[config.mk]
export PLATFORM = sky130hd
export DESIGN_NAME = chunked_delta_order_bit_estimator_unit
export DESIGN_NICKNAME = d
export VERILOG_FILES = /design/src/hdl/cdobe_pkg.sv /design/src/hdl/cdobe_front.sv /design/src/hdl/cdobe_queue.sv /design/src/hdl/cdobe_back.sv /design/src/hdl/chunked_delta_order_bit_estimator_unit.sv
export VERILOG_INCLUDE_DIRS = /design/src /design/src/hdl
export SDC_FILE = /design/constraint.sdc
export NUM_CORES = 1
export LEC_CHECK = 0
export ABC_AREA = 1
export BUFFER_PORTS_ARGS = -buffer_cell sky130_fd_sc_hd__buf_2
export CAP_MARGIN = 10
export CORE_ASPECT_RATIO = 0.5
export CORE_UTILIZATION = 45
export CTS_CLUSTER_DIAMETER = 100
export DETAILED_ROUTE_END_ITERATION = 8
export GPL_TIMING_DRIVEN = 0
export SLEW_MARGIN = 10
export SYNTH_ARGS = -nofsm -noshare
export SYNTH_HDL_FRONTEND = slang
export SYNTH_SLANG_ARGS = --single-unit
[constraint.sdc]
create_clock -name i_clk -period 8.1 [get_ports i_clk]
set_input_delay 0.405 -clock i_clk [delete_from_list [all_inputs] [get_ports i_clk]]
set_output_delay 0.405 -clock i_clk [all_outputs]
set_load 0.05 [all_outputs]
[src/hdl/chunked_delta_order_bit_estimator_unit_macros.svh]
// ----------------------------------------------------------------------------
// Assertion macros
// Shared concurrent assertion wrappers for the delta order estimator.
// ----------------------------------------------------------------------------
`ifndef CHUNKED_DELTA_ORDER_BIT_ESTIMATOR_UNIT_MACROS_SVH
`define CHUNKED_DELTA_ORDER_BIT_ESTIMATOR_UNIT_MACROS_SVH

`ifndef SYNTH

`define CDOBE_ASSERT(lbl, clk, rst_n, prop, msg) \
    lbl: assert property (@(posedge clk) disable iff (!rst_n) (prop)) else $error(msg);

`define CDOBE_ASSERT_NEXT(lbl, clk, rst_n, ante, cons, msg) \
    lbl: assert property (@(posedge clk) disable iff (!rst_n) (ante) |=> (cons)) \
        else $error(msg);

`else

`define CDOBE_ASSERT(lbl, clk, rst_n, prop, msg)

`define CDOBE_ASSERT_NEXT(lbl, clk, rst_n, ante, cons, msg)

`endif

`endif

[src/hdl/cdobe_pkg.sv]
// ----------------------------------------------------------------------------
// cdobe_pkg
// Types, constants and helper functions of the delta order estimator.
// ----------------------------------------------------------------------------
`default_nettype none

package cdobe_pkg;

    localparam int CHUNK_LOG2_DEFAULT = 4;
    localparam int SAMPLE_W           = 8;
    localparam int DELTA_W            = 9;
    localparam int DDELTA_W           = 10;
    localparam int SPAN_W             = 11;
    localparam int BITS_W             = 4;
    localparam int TOTAL_W            = 32;
    localparam int SAMPLE_MIN         = -128;
    localparam int SAMPLE_MAX         = 127;
    localparam int Q_DEPTH            = 2;
    localparam int Q_AW               = (Q_DEPTH > 1) ? $clog2(Q_DEPTH) : 1;
    localparam int Q_CW               = $clog2(Q_DEPTH + 1);

    typedef enum logic [1:0] {
        ORDER_RAW    = 2'd0,
        ORDER_DELTA  = 2'd1,
        ORDER_DDELTA = 2'd2
    } t_order;

    typedef struct packed {
        logic signed [SAMPLE_W-1:0] sample;
        logic signed [DELTA_W-1:0]  delta;
        logic signed [DDELTA_W-1:0] ddelta;
        logic                       first;
        logic                       last;
    } t_front_item;

    // width of an unsigned span: index of highest set bit plus one
    function automatic logic [BITS_W-1:0] span_width(input logic [SPAN_W-1:0] span);
        logic [BITS_W-1:0] w;
        w = '0;
        for (int i = 0; i < SPAN_W; i++) begin
            if (span[i]) begin
                w = BITS_W'(i + 1);
            end
        end
        return w;
    endfunction

    function automatic logic signed [SAMPLE_W-1:0] sat8(input logic signed [DDELTA_W-1:0] v);
        logic signed [SAMPLE_W-1:0] r;
        if (v < DDELTA_W'(SAMPLE_MIN)) begin
            r = SAMPLE_W'(SAMPLE_MIN);
        end else if (v > DDELTA_W'(SAMPLE_MAX)) begin
            r = SAMPLE_W'(SAMPLE_MAX);
        end else begin
            r = SAMPLE_W'(v);
        end
        return r;
    endfunction

endpackage

`default_nettype wire

[src/hdl/cdobe_front.sv]
// ----------------------------------------------------------------------------
// cdobe_front
// Accepts samples, forms first and second differences and tags chunk edges.
// ----------------------------------------------------------------------------
`default_nettype none

module cdobe_front #(
    parameter int CHUNK_LOG2 = cdobe_pkg::CHUNK_LOG2_DEFAULT
) (
    input  wire logic                                  i_clk,
    input  wire logic                                  i_rst_n,
    input  wire logic signed [cdobe_pkg::SAMPLE_W-1:0] i_sample,
    input  wire logic                                  i_valid,
    output logic                                       o_ready,
    output cdobe_pkg::t_front_item                     o_item,
    output logic                                       o_item_valid,
    input  wire logic                                  i_item_ready
);
    import cdobe_pkg::*;

    logic signed [SAMPLE_W-1:0] r_last_sample, n_last_sample;
    logic signed [DELTA_W-1:0]  r_last_delta, n_last_delta;
    logic [CHUNK_LOG2-1:0]      r_pos, n_pos;
    logic signed [DELTA_W-1:0]  delta;
    logic signed [DDELTA_W-1:0] ddelta;
    logic                       accept;

    assign o_ready      = i_item_ready;
    assign o_item_valid = i_valid;
    assign accept       = i_valid && i_item_ready;

    always_comb begin
        delta  = DELTA_W'(i_sample) - DELTA_W'(r_last_sample);
        ddelta = DDELTA_W'(delta) - DDELTA_W'(r_last_delta);

        o_item.sample = i_sample;
        o_item.delta  = delta;
        o_item.ddelta = ddelta;
        o_item.first  = (r_pos == '0);
        o_item.last   = (r_pos == '1);

        n_last_sample = r_last_sample;
        n_last_delta  = r_last_delta;
        n_pos         = r_pos;
        if (accept) begin
            n_last_sample = i_sample;
            n_last_delta  = delta;
            n_pos         = r_pos + 1'b1;
        end
    end

    always_ff @(posedge i_clk) begin
        if (!i_rst_n) begin
            r_last_sample <= '0;
            r_last_delta  <= '0;
            r_pos         <= '0;
        end else begin
            r_last_sample <= n_last_sample;
            r_last_delta  <= n_last_delta;
            r_pos         <= n_pos;
        end
    end

endmodule

`default_nettype wire

[src/hdl/cdobe_queue.sv]
// ----------------------------------------------------------------------------
// cdobe_queue
// Short request queue between the front and back sections.
// ----------------------------------------------------------------------------
`default_nettype none

`include "chunked_delta_order_bit_estimator_unit_macros.svh"

module cdobe_queue (
    input  wire logic                   i_clk,
    input  wire logic                   i_rst_n,
    input  wire cdobe_pkg::t_front_item i_item,
    input  wire logic                   i_push_valid,
    output logic                        o_push_ready,
    output cdobe_pkg::t_front_item      o_item,
    output logic                        o_pop_valid,
    input  wire logic                   i_pop_ready
);
    import cdobe_pkg::*;

    t_front_item         r_mem [Q_DEPTH];
    logic [Q_AW-1:0]     r_wr_ptr, n_wr_ptr;
    logic [Q_AW-1:0]     r_rd_ptr, n_rd_ptr;
    logic [Q_CW-1:0]     r_count, n_count;
    logic                push;
    logic                pop;

    assign o_push_ready = (r_count != Q_CW'(Q_DEPTH));
    assign o_pop_valid  = (r_count != '0);
    assign o_item       = r_mem[r_rd_ptr];
    assign push         = i_push_valid && o_push_ready;
    assign pop          = o_pop_valid && i_pop_ready;

    always_comb begin
        n_wr_ptr = r_wr_ptr;
        n_rd_ptr = r_rd_ptr;
        n_count  = r_count;
        if (push) begin
            n_wr_ptr = (r_wr_ptr == Q_AW'(Q_DEPTH - 1)) ? '0 : r_wr_ptr + 1'b1;
        end
        if (pop) begin
            n_rd_ptr = (r_rd_ptr == Q_AW'(Q_DEPTH - 1)) ? '0 : r_rd_ptr + 1'b1;
        end
        if (push && !pop) begin
            n_count = r_count + 1'b1;
        end else if (pop && !push) begin
            n_count = r_count - 1'b1;
        end
    end

    always_ff @(posedge i_clk) begin
        if (push) begin
            r_mem[r_wr_ptr] <= i_item;
        end
    end

    always_ff @(posedge i_clk) begin
        if (!i_rst_n) begin
            r_wr_ptr <= '0;
            r_rd_ptr <= '0;
            r_count  <= '0;
        end else begin
            r_wr_ptr <= n_wr_ptr;
            r_rd_ptr <= n_rd_ptr;
            r_count  <= n_count;
        end
    end

    `CDOBE_ASSERT(a_count_bound, i_clk, i_rst_n, r_count <= Q_CW'(Q_DEPTH), "queue overfilled")
    `CDOBE_ASSERT_NEXT(a_push_grows, i_clk, i_rst_n, push && !pop, r_count == $past(r_count) + 1'b1, "queue count lost a push")

endmodule

`default_nettype wire

[src/hdl/cdobe_back.sv]
// ----------------------------------------------------------------------------
// cdobe_back
// Tracks chunk ranges, selects the narrowest order and keeps the bit total.
// ----------------------------------------------------------------------------
`default_nettype none

`include "chunked_delta_order_bit_estimator_unit_macros.svh"

module cdobe_back #(
    parameter int CHUNK_LOG2 = cdobe_pkg::CHUNK_LOG2_DEFAULT
) (
    input  wire logic                                  i_clk,
    input  wire logic                                  i_rst_n,
    input  wire cdobe_pkg::t_front_item                i_item,
    input  wire logic                                  i_item_valid,
    output logic                                       o_item_ready,
    output logic                                       o_valid,
    input  wire logic                                  i_ready,
    output logic signed [cdobe_pkg::SAMPLE_W-1:0]      o_delta_out,
    output logic signed [cdobe_pkg::SAMPLE_W-1:0]      o_ddelta_out,
    output logic                                       o_chunk_end,
    output logic [cdobe_pkg::BITS_W-1:0]               o_chunk_bits,
    output logic [1:0]                                 o_chunk_order,
    output logic [cdobe_pkg::TOTAL_W-1:0]              o_total_bits
);
    import cdobe_pkg::*;

    logic signed [SAMPLE_W-1:0] r_raw_lo, n_raw_lo, r_raw_hi, n_raw_hi;
    logic signed [DELTA_W-1:0]  r_dl_lo, n_dl_lo, r_dl_hi, n_dl_hi;
    logic signed [DDELTA_W-1:0] r_dd_lo, n_dd_lo, r_dd_hi, n_dd_hi;
    logic [TOTAL_W-1:0]         r_total, n_total;
    logic                       r_valid, n_valid;
    logic signed [SAMPLE_W-1:0] r_delta_o, r_ddelta_o;
    logic                       r_end;
    logic [BITS_W-1:0]          r_bits, n_bits;
    t_order                     r_order, n_order;
    logic signed [SPAN_W-1:0]   span_raw, span_dl, span_dd;
    logic [BITS_W-1:0]          w_raw, w_dl, w_dd;
    logic [TOTAL_W:0]           sum;
    logic                       pop;

    assign pop          = i_item_valid && (!r_valid || i_ready);
    assign o_item_ready = !r_valid || i_ready;

    always_comb begin
        n_raw_lo = r_raw_lo;
        n_raw_hi = r_raw_hi;
        n_dl_lo  = r_dl_lo;
        n_dl_hi  = r_dl_hi;
        n_dd_lo  = r_dd_lo;
        n_dd_hi  = r_dd_hi;
        if (i_item.first) begin
            n_raw_lo = i_item.sample;
            n_raw_hi = i_item.sample;
            n_dl_lo  = i_item.delta;
            n_dl_hi  = i_item.delta;
            n_dd_lo  = i_item.ddelta;
            n_dd_hi  = i_item.ddelta;
        end else begin
            if (i_item.sample < r_raw_lo) n_raw_lo = i_item.sample;
            if (i_item.sample > r_raw_hi) n_raw_hi = i_item.sample;
            if (i_item.delta < r_dl_lo)   n_dl_lo  = i_item.delta;
            if (i_item.delta > r_dl_hi)   n_dl_hi  = i_item.delta;
            if (i_item.ddelta < r_dd_lo)  n_dd_lo  = i_item.ddelta;
            if (i_item.ddelta > r_dd_hi)  n_dd_hi  = i_item.ddelta;
        end

        span_raw = SPAN_W'(n_raw_hi) - SPAN_W'(n_raw_lo);
        span_dl  = SPAN_W'(n_dl_hi) - SPAN_W'(n_dl_lo);
        span_dd  = SPAN_W'(n_dd_hi) - SPAN_W'(n_dd_lo);
        w_raw    = span_width(span_raw);
        w_dl     = span_width(span_dl);
        w_dd     = span_width(span_dd);

        priority if (w_raw <= w_dl && w_raw <= w_dd) begin
            n_bits  = w_raw;
            n_order = ORDER_RAW;
        end else if (w_dl <= w_dd) begin
            n_bits  = w_dl;
            n_order = ORDER_DELTA;
        end else begin
            n_bits  = w_dd;
            n_order = ORDER_DDELTA;
        end
        if (!i_item.last) begin
            n_bits  = '0;
            n_order = ORDER_RAW;
        end

        sum     = {1'b0, r_total} + ((TOTAL_W + 1)'(n_bits) << CHUNK_LOG2);
        n_total = r_total;
        if (pop && i_item.last) begin
            n_total = sum[TOTAL_W] ? '1 : sum[TOTAL_W-1:0];
        end

        n_valid = r_valid;
        if (pop) begin
            n_valid = 1'b1;
        end else if (i_ready) begin
            n_valid = 1'b0;
        end
    end

    always_ff @(posedge i_clk) begin
        if (pop) begin
            r_raw_lo   <= n_raw_lo;
            r_raw_hi   <= n_raw_hi;
            r_dl_lo    <= n_dl_lo;
            r_dl_hi    <= n_dl_hi;
            r_dd_lo    <= n_dd_lo;
            r_dd_hi    <= n_dd_hi;
            r_delta_o  <= sat8(DDELTA_W'(i_item.delta));
            r_ddelta_o <= sat8(i_item.ddelta);
            r_end      <= i_item.last;
            r_bits     <= n_bits;
            r_order    <= n_order;
        end
    end

    always_ff @(posedge i_clk) begin
        if (!i_rst_n) begin
            r_total <= '0;
            r_valid <= 1'b0;
        end else begin
            r_total <= n_total;
            r_valid <= n_valid;
        end
    end

    assign o_valid       = r_valid;
    assign o_delta_out   = r_delta_o;
    assign o_ddelta_out  = r_ddelta_o;
    assign o_chunk_end   = r_end;
    assign o_chunk_bits  = r_bits;
    assign o_chunk_order = r_order;
    assign o_total_bits  = r_total;

    `CDOBE_ASSERT(a_open_chunk_zero, i_clk, i_rst_n, !(r_valid && !r_end) || (r_bits == '0 && r_order == ORDER_RAW), "open chunk reports bits")
    `CDOBE_ASSERT(a_total_monotone, i_clk, i_rst_n, !$past(i_rst_n) || (r_total >= $past(r_total)), "bit total decreased")
    `CDOBE_ASSERT_NEXT(a_total_only_on_end, i_clk, i_rst_n, !(pop && i_item.last), r_total == $past(r_total), "bit total moved mid chunk")

endmodule

`default_nettype wire

[src/hdl/chunked_delta_order_bit_estimator_unit.sv]
// A sample is registered in the queue, then in the back section's output
// register. Throughput: one sample per cycle unless the output stalls; the
// range update, width select and 32-bit saturating add are combinational.
// A two-entry queue lets the front keep accepting until it fills.
// Reset: synchronous active low; clears history, chunk position and total.
// ----------------------------------------------------------------------------
// chunked_delta_order_bit_estimator_unit
// Per-sample first and second differences with per-chunk order selection.
// ----------------------------------------------------------------------------
`default_nettype none

module chunked_delta_order_bit_estimator_unit #(
    parameter int CHUNK_LOG2 = cdobe_pkg::CHUNK_LOG2_DEFAULT
) (
    input  wire logic                                  i_clk,
    input  wire logic                                  i_rst_n,
    input  wire logic                                  i_valid,
    output logic                                       o_ready,
    input  wire logic signed [cdobe_pkg::SAMPLE_W-1:0] i_sample,
    output logic                                       o_valid,
    input  wire logic                                  i_ready,
    output logic signed [cdobe_pkg::SAMPLE_W-1:0]      o_delta_out,
    output logic signed [cdobe_pkg::SAMPLE_W-1:0]      o_ddelta_out,
    output logic                                       o_chunk_end,
    output logic [cdobe_pkg::BITS_W-1:0]               o_chunk_bits,
    output logic [1:0]                                 o_chunk_order,
    output logic [cdobe_pkg::TOTAL_W-1:0]              o_total_bits
);
    import cdobe_pkg::*;

    t_front_item front_item;
    logic        front_valid;
    logic        front_ready;
    t_front_item back_item;
    logic        back_valid;
    logic        back_ready;

    cdobe_front #(
        .CHUNK_LOG2 (CHUNK_LOG2)
    ) u_front (
        .i_clk        (i_clk),
        .i_rst_n      (i_rst_n),
        .i_sample     (i_sample),
        .i_valid      (i_valid),
        .o_ready      (o_ready),
        .o_item       (front_item),
        .o_item_valid (front_valid),
        .i_item_ready (front_ready)
    );

    cdobe_queue u_queue (
        .i_clk        (i_clk),
        .i_rst_n      (i_rst_n),
        .i_item       (front_item),
        .i_push_valid (front_valid),
        .o_push_ready (front_ready),
        .o_item       (back_item),
        .o_pop_valid  (back_valid),
        .i_pop_ready  (back_ready)
    );

    cdobe_back #(
        .CHUNK_LOG2 (CHUNK_LOG2)
    ) u_back (
        .i_clk         (i_clk),
        .i_rst_n       (i_rst_n),
        .i_item        (back_item),
        .i_item_valid  (back_valid),
        .o_item_ready  (back_ready),
        .o_valid       (o_valid),
        .i_ready       (i_ready),
        .o_delta_out   (o_delta_out),
        .o_ddelta_out  (o_ddelta_out),
        .o_chunk_end   (o_chunk_end),
        .o_chunk_bits  (o_chunk_bits),
        .o_chunk_order (o_chunk_order),
        .o_total_bits  (o_total_bits)
    );

endmodule

`default_nettype wire

==> results of run 1 <==
==> final cells by class <==
class                   instances  share of cell area [%]
diodes                          3                  0.0515
plain buffers                  41                    1.48
clock buffers                  19                    3.18
clock inverters                13                   0.961
inverters                     236                    6.12
multi-input cells            1118                    45.9
flip-flops and latches        191                    35.5
well taps                     382                    3.28
repair buffers                 82                    3.55
==> layer usage <==
metal  vias up  global-route usage (%)  routed length (um)
met5         -                       0                   0
met1      5154                    31.4               15400
met3        49                    5.16                1840
met2       249                    36.9               14500
met4         0                    7.52                 792
li1       5529                       -                   -
==> repair_timing <==
action / in CTS / in global routing
pin swaps: 0 / 7
endpoints found under the hold margin: 0 / 0
buffers inserted: 0 / 11
setup endpoints to repair: 27 / 29
gates resized for setup: 10 / 64
==> how the worst max path moves through the flow <==
stage                                      endpoint  slack (ps)  cells past startpoint  startpoint
2_1_floorplan  u_back.o_total_bits[20]$_SDFFE_PN0P_        1330                     45        flop
3_3_place_gp   u_back.o_total_bits[20]$_SDFFE_PN0P_        -300                     48        flop
3_5_place_dp   u_back.o_total_bits[14]$_SDFFE_PN0P_        -440                     48        flop
4_1_cts        u_back.o_total_bits[20]$_SDFFE_PN0P_         0.7                     49        flop
5_1_grt        u_back.o_total_bits[20]$_SDFFE_PN0P_         -60                     46        flop
6_report       u_back.o_total_bits[20]$_SDFFE_PN0P_         590                     45        flop
==> registers in the layout, summed over array words and instances (netlist names), 8 cells and up, named ones only <==
signal and count:
u_front.r_last_sample 8, u_back.o_delta_out 8, u_back.o_ddelta_out 8, u_back.r_raw_lo 8
u_back.r_raw_hi 8, u_back.r_dd_lo 10, u_back.r_dl_lo 9, u_back.r_dd_hi 9
u_back.r_dl_hi 9, u_front.r_last_delta 9, u_queue.r_mem 58, u_back.o_total_bits 29
==> per-stage QoR <==
step	utilization (%)	cells	instance area [um2]	hold slack (ps)	setup slack, ps
finish	52.5	2085	14600	152	587
global route	52.5	2082	14600	137	-58.6
CTS	51.5	2071	14300	132	0.653
detailed placement	49.2	2039	13700	444	-441
global placement	48.8	2036	13600	437	-298
floorplan	-	1586	12700	426	1330
==> critical path, delay by kind of cell, from the launching register on <==
kind	cells	cell delay, ps
AND/OR/NAND/NOR	21	2790
adder cells (fa/ha/maj)	6	1610
AO/OA/AOI/OAI	8	1450
buffers and inverters	10	1190
flip-flops	1	370
==> layout by cell type, fill, tap and decap left out, types with 6 or more instances in the layout <==
master,n
clkbuf_16,18
o21ai_2,12
o21ai_0,65
o21ai_4,8
clkbuf_1,20
a21oi_1,122
nor2_1,73
o21ai_1,54
a21oi_2,11
nand4_1,31
buf_2,74
inv_2,22
a31oi_1,9
nand3_1,91
edfxtp_1,135
xnor2_1,8
inv_1,209
dfxtp_1,55
xor2_1,24
nand2_1,376
buf_4,15
nand3b_1,7
nand2_2,6
o21bai_1,6
nor3_1,16
ha_1,111
or2_2,24
==> kinds of logic after synthesis <==
family | Yosys count | share of synthesized area (%)
xor gates and xnor gates | 32 | 2.20
and+or+nand+nor | 658 | 23.3
AOI/OAI and AO/OA | 307 | 13.1
muxes | 1 | 0.0786
adders and majority gates | 120 | 12.1
DFF | 191 | 40.6
buffers and inverters | 277 | 8.54
==> impl_metrics.env, run 1 <==
export IMPL_yosysWarnings=0
export IMPL_via_count=10981
export IMPL_rows=43
export IMPL_grt_start_max_net_pins=45
export IMPL_slew_headroom_pct=51.1
export IMPL_postRouteWirelength_mm=32.6
export IMPL_setup_worst_path_start_class="flop"
export IMPL_antenna_found_initial=2
export IMPL_reg2regPathDepth=45
export IMPL_end_kind="flop"
export IMPL_hold_depth=1
export IMPL_drv_cap=0
export IMPL_cp_common_cell="nand2_1"
export IMPL_synthTopCellsByArea="edfxtp_1 32%, ha_1 11%, nand2_1 11%, dfxtp_1 8.8%, inv_1 6.4%"
export IMPL_cts_buffers=17
export IMPL_synth_common_cells="378 x nand2_1, 218 x inv_1, 135 x edfxtp_1"
export IMPL_die_height_um=121
export IMPL_worstSkewPairLatency_ps=460
export IMPL_tritoncts="done"
export IMPL_critPathRequiredTime_ps=8480
export IMPL_initial_utilization_pct=45.9
export IMPL_drt_iter0_drc=768
export IMPL_synth_area_um2=12700
export IMPL_ys_types=58
export IMPL_grt_overflow=0
export IMPL_place_gp_congestion=0.887
export IMPL_max_stage_delay_ps=530
export IMPL_finalSetupViolCount=0
export IMPL_register_area_um2=5180
export IMPL_synth_async_reset_ratio_pct=0
export IMPL_synth_area_per_cell_um2=8.03
export IMPL_drive_gt1_share_pct=14.5
export IMPL_rrSetupSlack_ps=590
export IMPL_crit_type="reg2reg"
export IMPL_path_clk_slew_ps=80
export IMPL_synthFlopType="edfxtp_1"
export IMPL_final_max_slew_viol_count=0
export IMPL_synth_most_common_cell="nand2_1"
export IMPL_io_pins=69
export IMPL_crit_arrival_ps=7890
export IMPL_drtPass1Iterations=6
export IMPL_min_to="u_queue.r_mem[0][21]$_DFFE_PP_"
export IMPL_grtUsageTotal_pct=23.2
export IMPL_r2r_end="u_back.o_total_bits[20]$_SDFFE_PN0P_"
export IMPL_grt_pass1_wl_mm=52.5
export IMPL_synth_edf_count=135
export IMPL_cts_sinks=191
export IMPL_antenna_left=0
export IMPL_fmax_ghz=0.133
export IMPL_fillers=2665
export IMPL_synth_top_cell_by_area="edfxtp_1"
export IMPL_syn_nets=1718
export IMPL_worst_slew_pin_slew_ps=733
export IMPL_htreeDepth=4
export IMPL_yosysTopAreaCellShare_pct=31.8
export IMPL_worstHoldPathType="in2reg"
export IMPL_io_buffer_count=68
export IMPL_cp_max_fo=10
export IMPL_area_growth_pct=14.5
export IMPL_coreArea_um2=27800
export IMPL_yosysSeqAreaShare_pct=40.6
export IMPL_first_global_vias=10326
export IMPL_synth_cells=1586
export IMPL_cts_buffer_depth=2
export IMPL_fin_crit_ps=7510
export IMPL_min_from="i_sample[0]"
export IMPL_finalHoldViolations=0
export IMPL_dpl_hpwl_mm=24.6
export IMPL_wl_per_cell_um=15.6
export IMPL_root_buffer="clkbuf_16"
export IMPL_postCtsHoldBufs=0
export IMPL_ys_seq_elements=191
export IMPL_chipWidth_um=240
export IMPL_multiInputGateArea_um2=6690
export IMPL_design_die_area_um2=29000
export IMPL_status="finished clean"
export IMPL_fin_skew_ps=13.5
export IMPL_remaining_drc_errors=0
export IMPL_timing_critical_path_slowest_stage_cell="or4_1"
export IMPL_setup_tns_final_ps=0
export IMPL_vias_per_cell=5.27
export IMPL_nets=1819
export IMPL_fin_crit_sh_pct=92.7
Power of run 1 is not shown: default switching activity piles up to over one toggle a cycle in this logic, so the estimate is an artifact.
==> run 2, diff against run 1 <==
Clock period 8.1 ns to 8.85 ns, I/O delays scaled along.
==> run 2 against run 1 <==
  * Via count shrank 0.70%
  * Global-route usage fell by 0.055 points
  * Clock skew is essentially flat
  * Largest cell class unchanged
  * Maximum frequency down 6.4%
  * First-iteration DRC count grew 4.6%
  * Register-to-register slack improved by 240 ps
  * Critical endpoint unchanged
  * Highest routed layer unchanged
==> impl_metrics.env, run 2 (synthesized netlist as in run 1, its figures left out) <==
export IMPL_crit_arrival_ps=8410
export IMPL_die_height_um=121
export IMPL_drtPass1Iterations=5
export IMPL_reg2regPathDepth=49
export IMPL_antenna_left=0
export IMPL_fillers=2693
export IMPL_worstSkewPairLatency_ps=460
export IMPL_final_common_cell="nand2_1"
export IMPL_tritoncts="done"
export IMPL_coreArea_um2=27800
export IMPL_first_global_vias=10318
export IMPL_worstHoldPathType="in2reg"
export IMPL_crit_buf_inv=9
export IMPL_grt_pass1_wl_mm=52.3
export IMPL_r2r_end="u_back.o_total_bits[20]$_SDFFE_PN0P_"
export IMPL_hold_depth=1
export IMPL_regMostFlops="u_queue.r_mem"
export IMPL_wl_per_cell_um=15.6
export IMPL_vias_per_cell=5.25
export IMPL_fin_crit_sh_pct=90.7
export IMPL_antenna_found_initial=2
export IMPL_remaining_drc_errors=0
export IMPL_cp_max_fo=10
export IMPL_final_cell_mix="378 x nand2_1, 214 x inv_1, 135 x edfxtp_1"
export IMPL_cp_common_cell="nand2_1"
export IMPL_min_from="i_sample[0]"
export IMPL_end_kind="flop"
export IMPL_drt_iter0_drc=803
export IMPL_finalHoldViolations=0
export IMPL_path_clk_slew_ps=80
export IMPL_rows=43
export IMPL_fmax_ghz=0.125
export IMPL_slew_headroom_pct=48.4
export IMPL_grt_overflow=0
export IMPL_cts_buffers=17
export IMPL_fin_skew_ps=13.9
export IMPL_critPathRequiredTime_ps=9230
export IMPL_min_to="u_queue.r_mem[0][21]$_DFFE_PP_"
export IMPL_via_count=10904
export IMPL_io_pins=69
export IMPL_cts_buffer_depth=2
export IMPL_area_growth_pct=12.6
export IMPL_worst_slew_pin_slew_ps=769
export IMPL_place_gp_congestion=0.887
export IMPL_grt_start_max_net_pins=45
export IMPL_drive_gt1_share_pct=12.4
export IMPL_crit_family="simple AND/OR/NAND/NOR gates"
export IMPL_rrSetupSlack_ps=820
export IMPL_postRouteWirelength_mm=32.3
export IMPL_timing_critical_path_slowest_stage_cell="fa_1"
export IMPL_io_buffer_count=68
export IMPL_nets=1810
export IMPL_crit_type="reg2reg"
export IMPL_max_stage_delay_ps=410
export IMPL_finalSetupViolCount=0
export IMPL_setup_tns_final_ps=0
export IMPL_final_max_slew_viol_count=0
export IMPL_chipWidth_um=240
export IMPL_largest_reg_flops=58
export IMPL_cts_sinks=191
export IMPL_dpl_hpwl_mm=24.6
export IMPL_fin_crit_ps=8030
export IMPL_htreeDepth=4
export IMPL_status="finished clean"
export IMPL_design_die_area_um2=29000
export IMPL_setup_worst_path_start_class="flop"
export IMPL_root_buffer="clkbuf_16"
export IMPL_initial_utilization_pct=45.9
export IMPL_drv_cap=0
export IMPL_grtUsageTotal_pct=23.2
export IMPL_rsz0062_at_grt="false"
[run 2: cell types whose count changed in the layout (fill, tap and decap cells not counted), moves of 3 or more]
| cell | change |
|---|---|
| inv_2 | -4 |
| buf_4 | -10 |
| inv_1 | +5 |
| o21ai_1 | +4 |
| o21ai_0 | +5 |
| nor2_2 | -3 |
| nor2_1 | +3 |
| o21ai_4 | -7 |
[run 2: metal layers]
metal  up-vias  global-route usage (%)  routed length (um)
li1       5507                       -                   -
met3        51                    5.16                1940
met4         0                    7.56                 811
met1      5060                    31.4               15300
met2       286                    36.8               14300
met5         -                       0                   0
[run 2: worst max-delay path by stage]
stage,startpoint,endpoint,slack (ps),cells past startpoint
after global routing,flop,u_back.o_total_bits[20]$_SDFFE_PN0P_,6,47
after global placement,flop,u_back.o_total_bits[20]$_SDFFE_PN0P_,450,48
after detailed placement,flop,u_back.o_total_bits[14]$_SDFFE_PN0P_,310,48
final,flop,u_back.o_total_bits[20]$_SDFFE_PN0P_,820,49
after floorplan,flop,u_back.o_total_bits[20]$_SDFFE_PN0P_,2080,45
after CTS,flop,u_back.o_total_bits[20]$_SDFFE_PN0P_,250,47
[run 2: what timing repair did]
item	CTS	global route
hold buffers	0	0
endpoints found under the setup margin	0	29
gates resized for setup	0	21
hold endpoints to repair	0	0
setup buffers	0	1
[run 2: through the flow]
| stage | cells | setup slack, ps | utilization (%) | hold WS [ps] | cell area (um2) |
|---|---|---|---|---|---|
| 2_1_floorplan | 1586 | 2080 | - | 426 | 12700 |
| 3_3_place_gp | 2036 | 452 | 48.8 | 437 | 13600 |
| 3_5_place_dp | 2039 | 309 | 49.2 | 444 | 13700 |
| 4_1_cts | 2071 | 250 | 51.4 | 170 | 14300 |
| 5_1_grt | 2073 | 5.79 | 51.6 | 175 | 14300 |
| 6_report | 2076 | 824 | 51.6 | 192 | 14300 |
[run 2: area by class of cell]
type	count	area (um2)	share of cell area (%)
multi-input combinational	1118	6540	45.6
sequential	191	5170	36.1
inverter	236	890	6.21
tap	382	478	3.33
clock buffer	19	464	3.24
timing repair buffer	73	438	3.06
buffer	41	203	1.41
clock inverter	13	140	0.978
antenna	3	7.51	0.0524
[run 2: worst reg2reg max path: cells and delay by family (launching register included)]
kind / cells / cell delay, ps
AO/OA/AOI/OAI: 10 / 1560
adder cells (fa/ha/maj): 6 / 1850
buffers and inverters: 9 / 1410
flip-flops: 1 / 380
AND/OR/NAND/NOR: 24 / 2780
Power of run 2 is left out for the same reason.
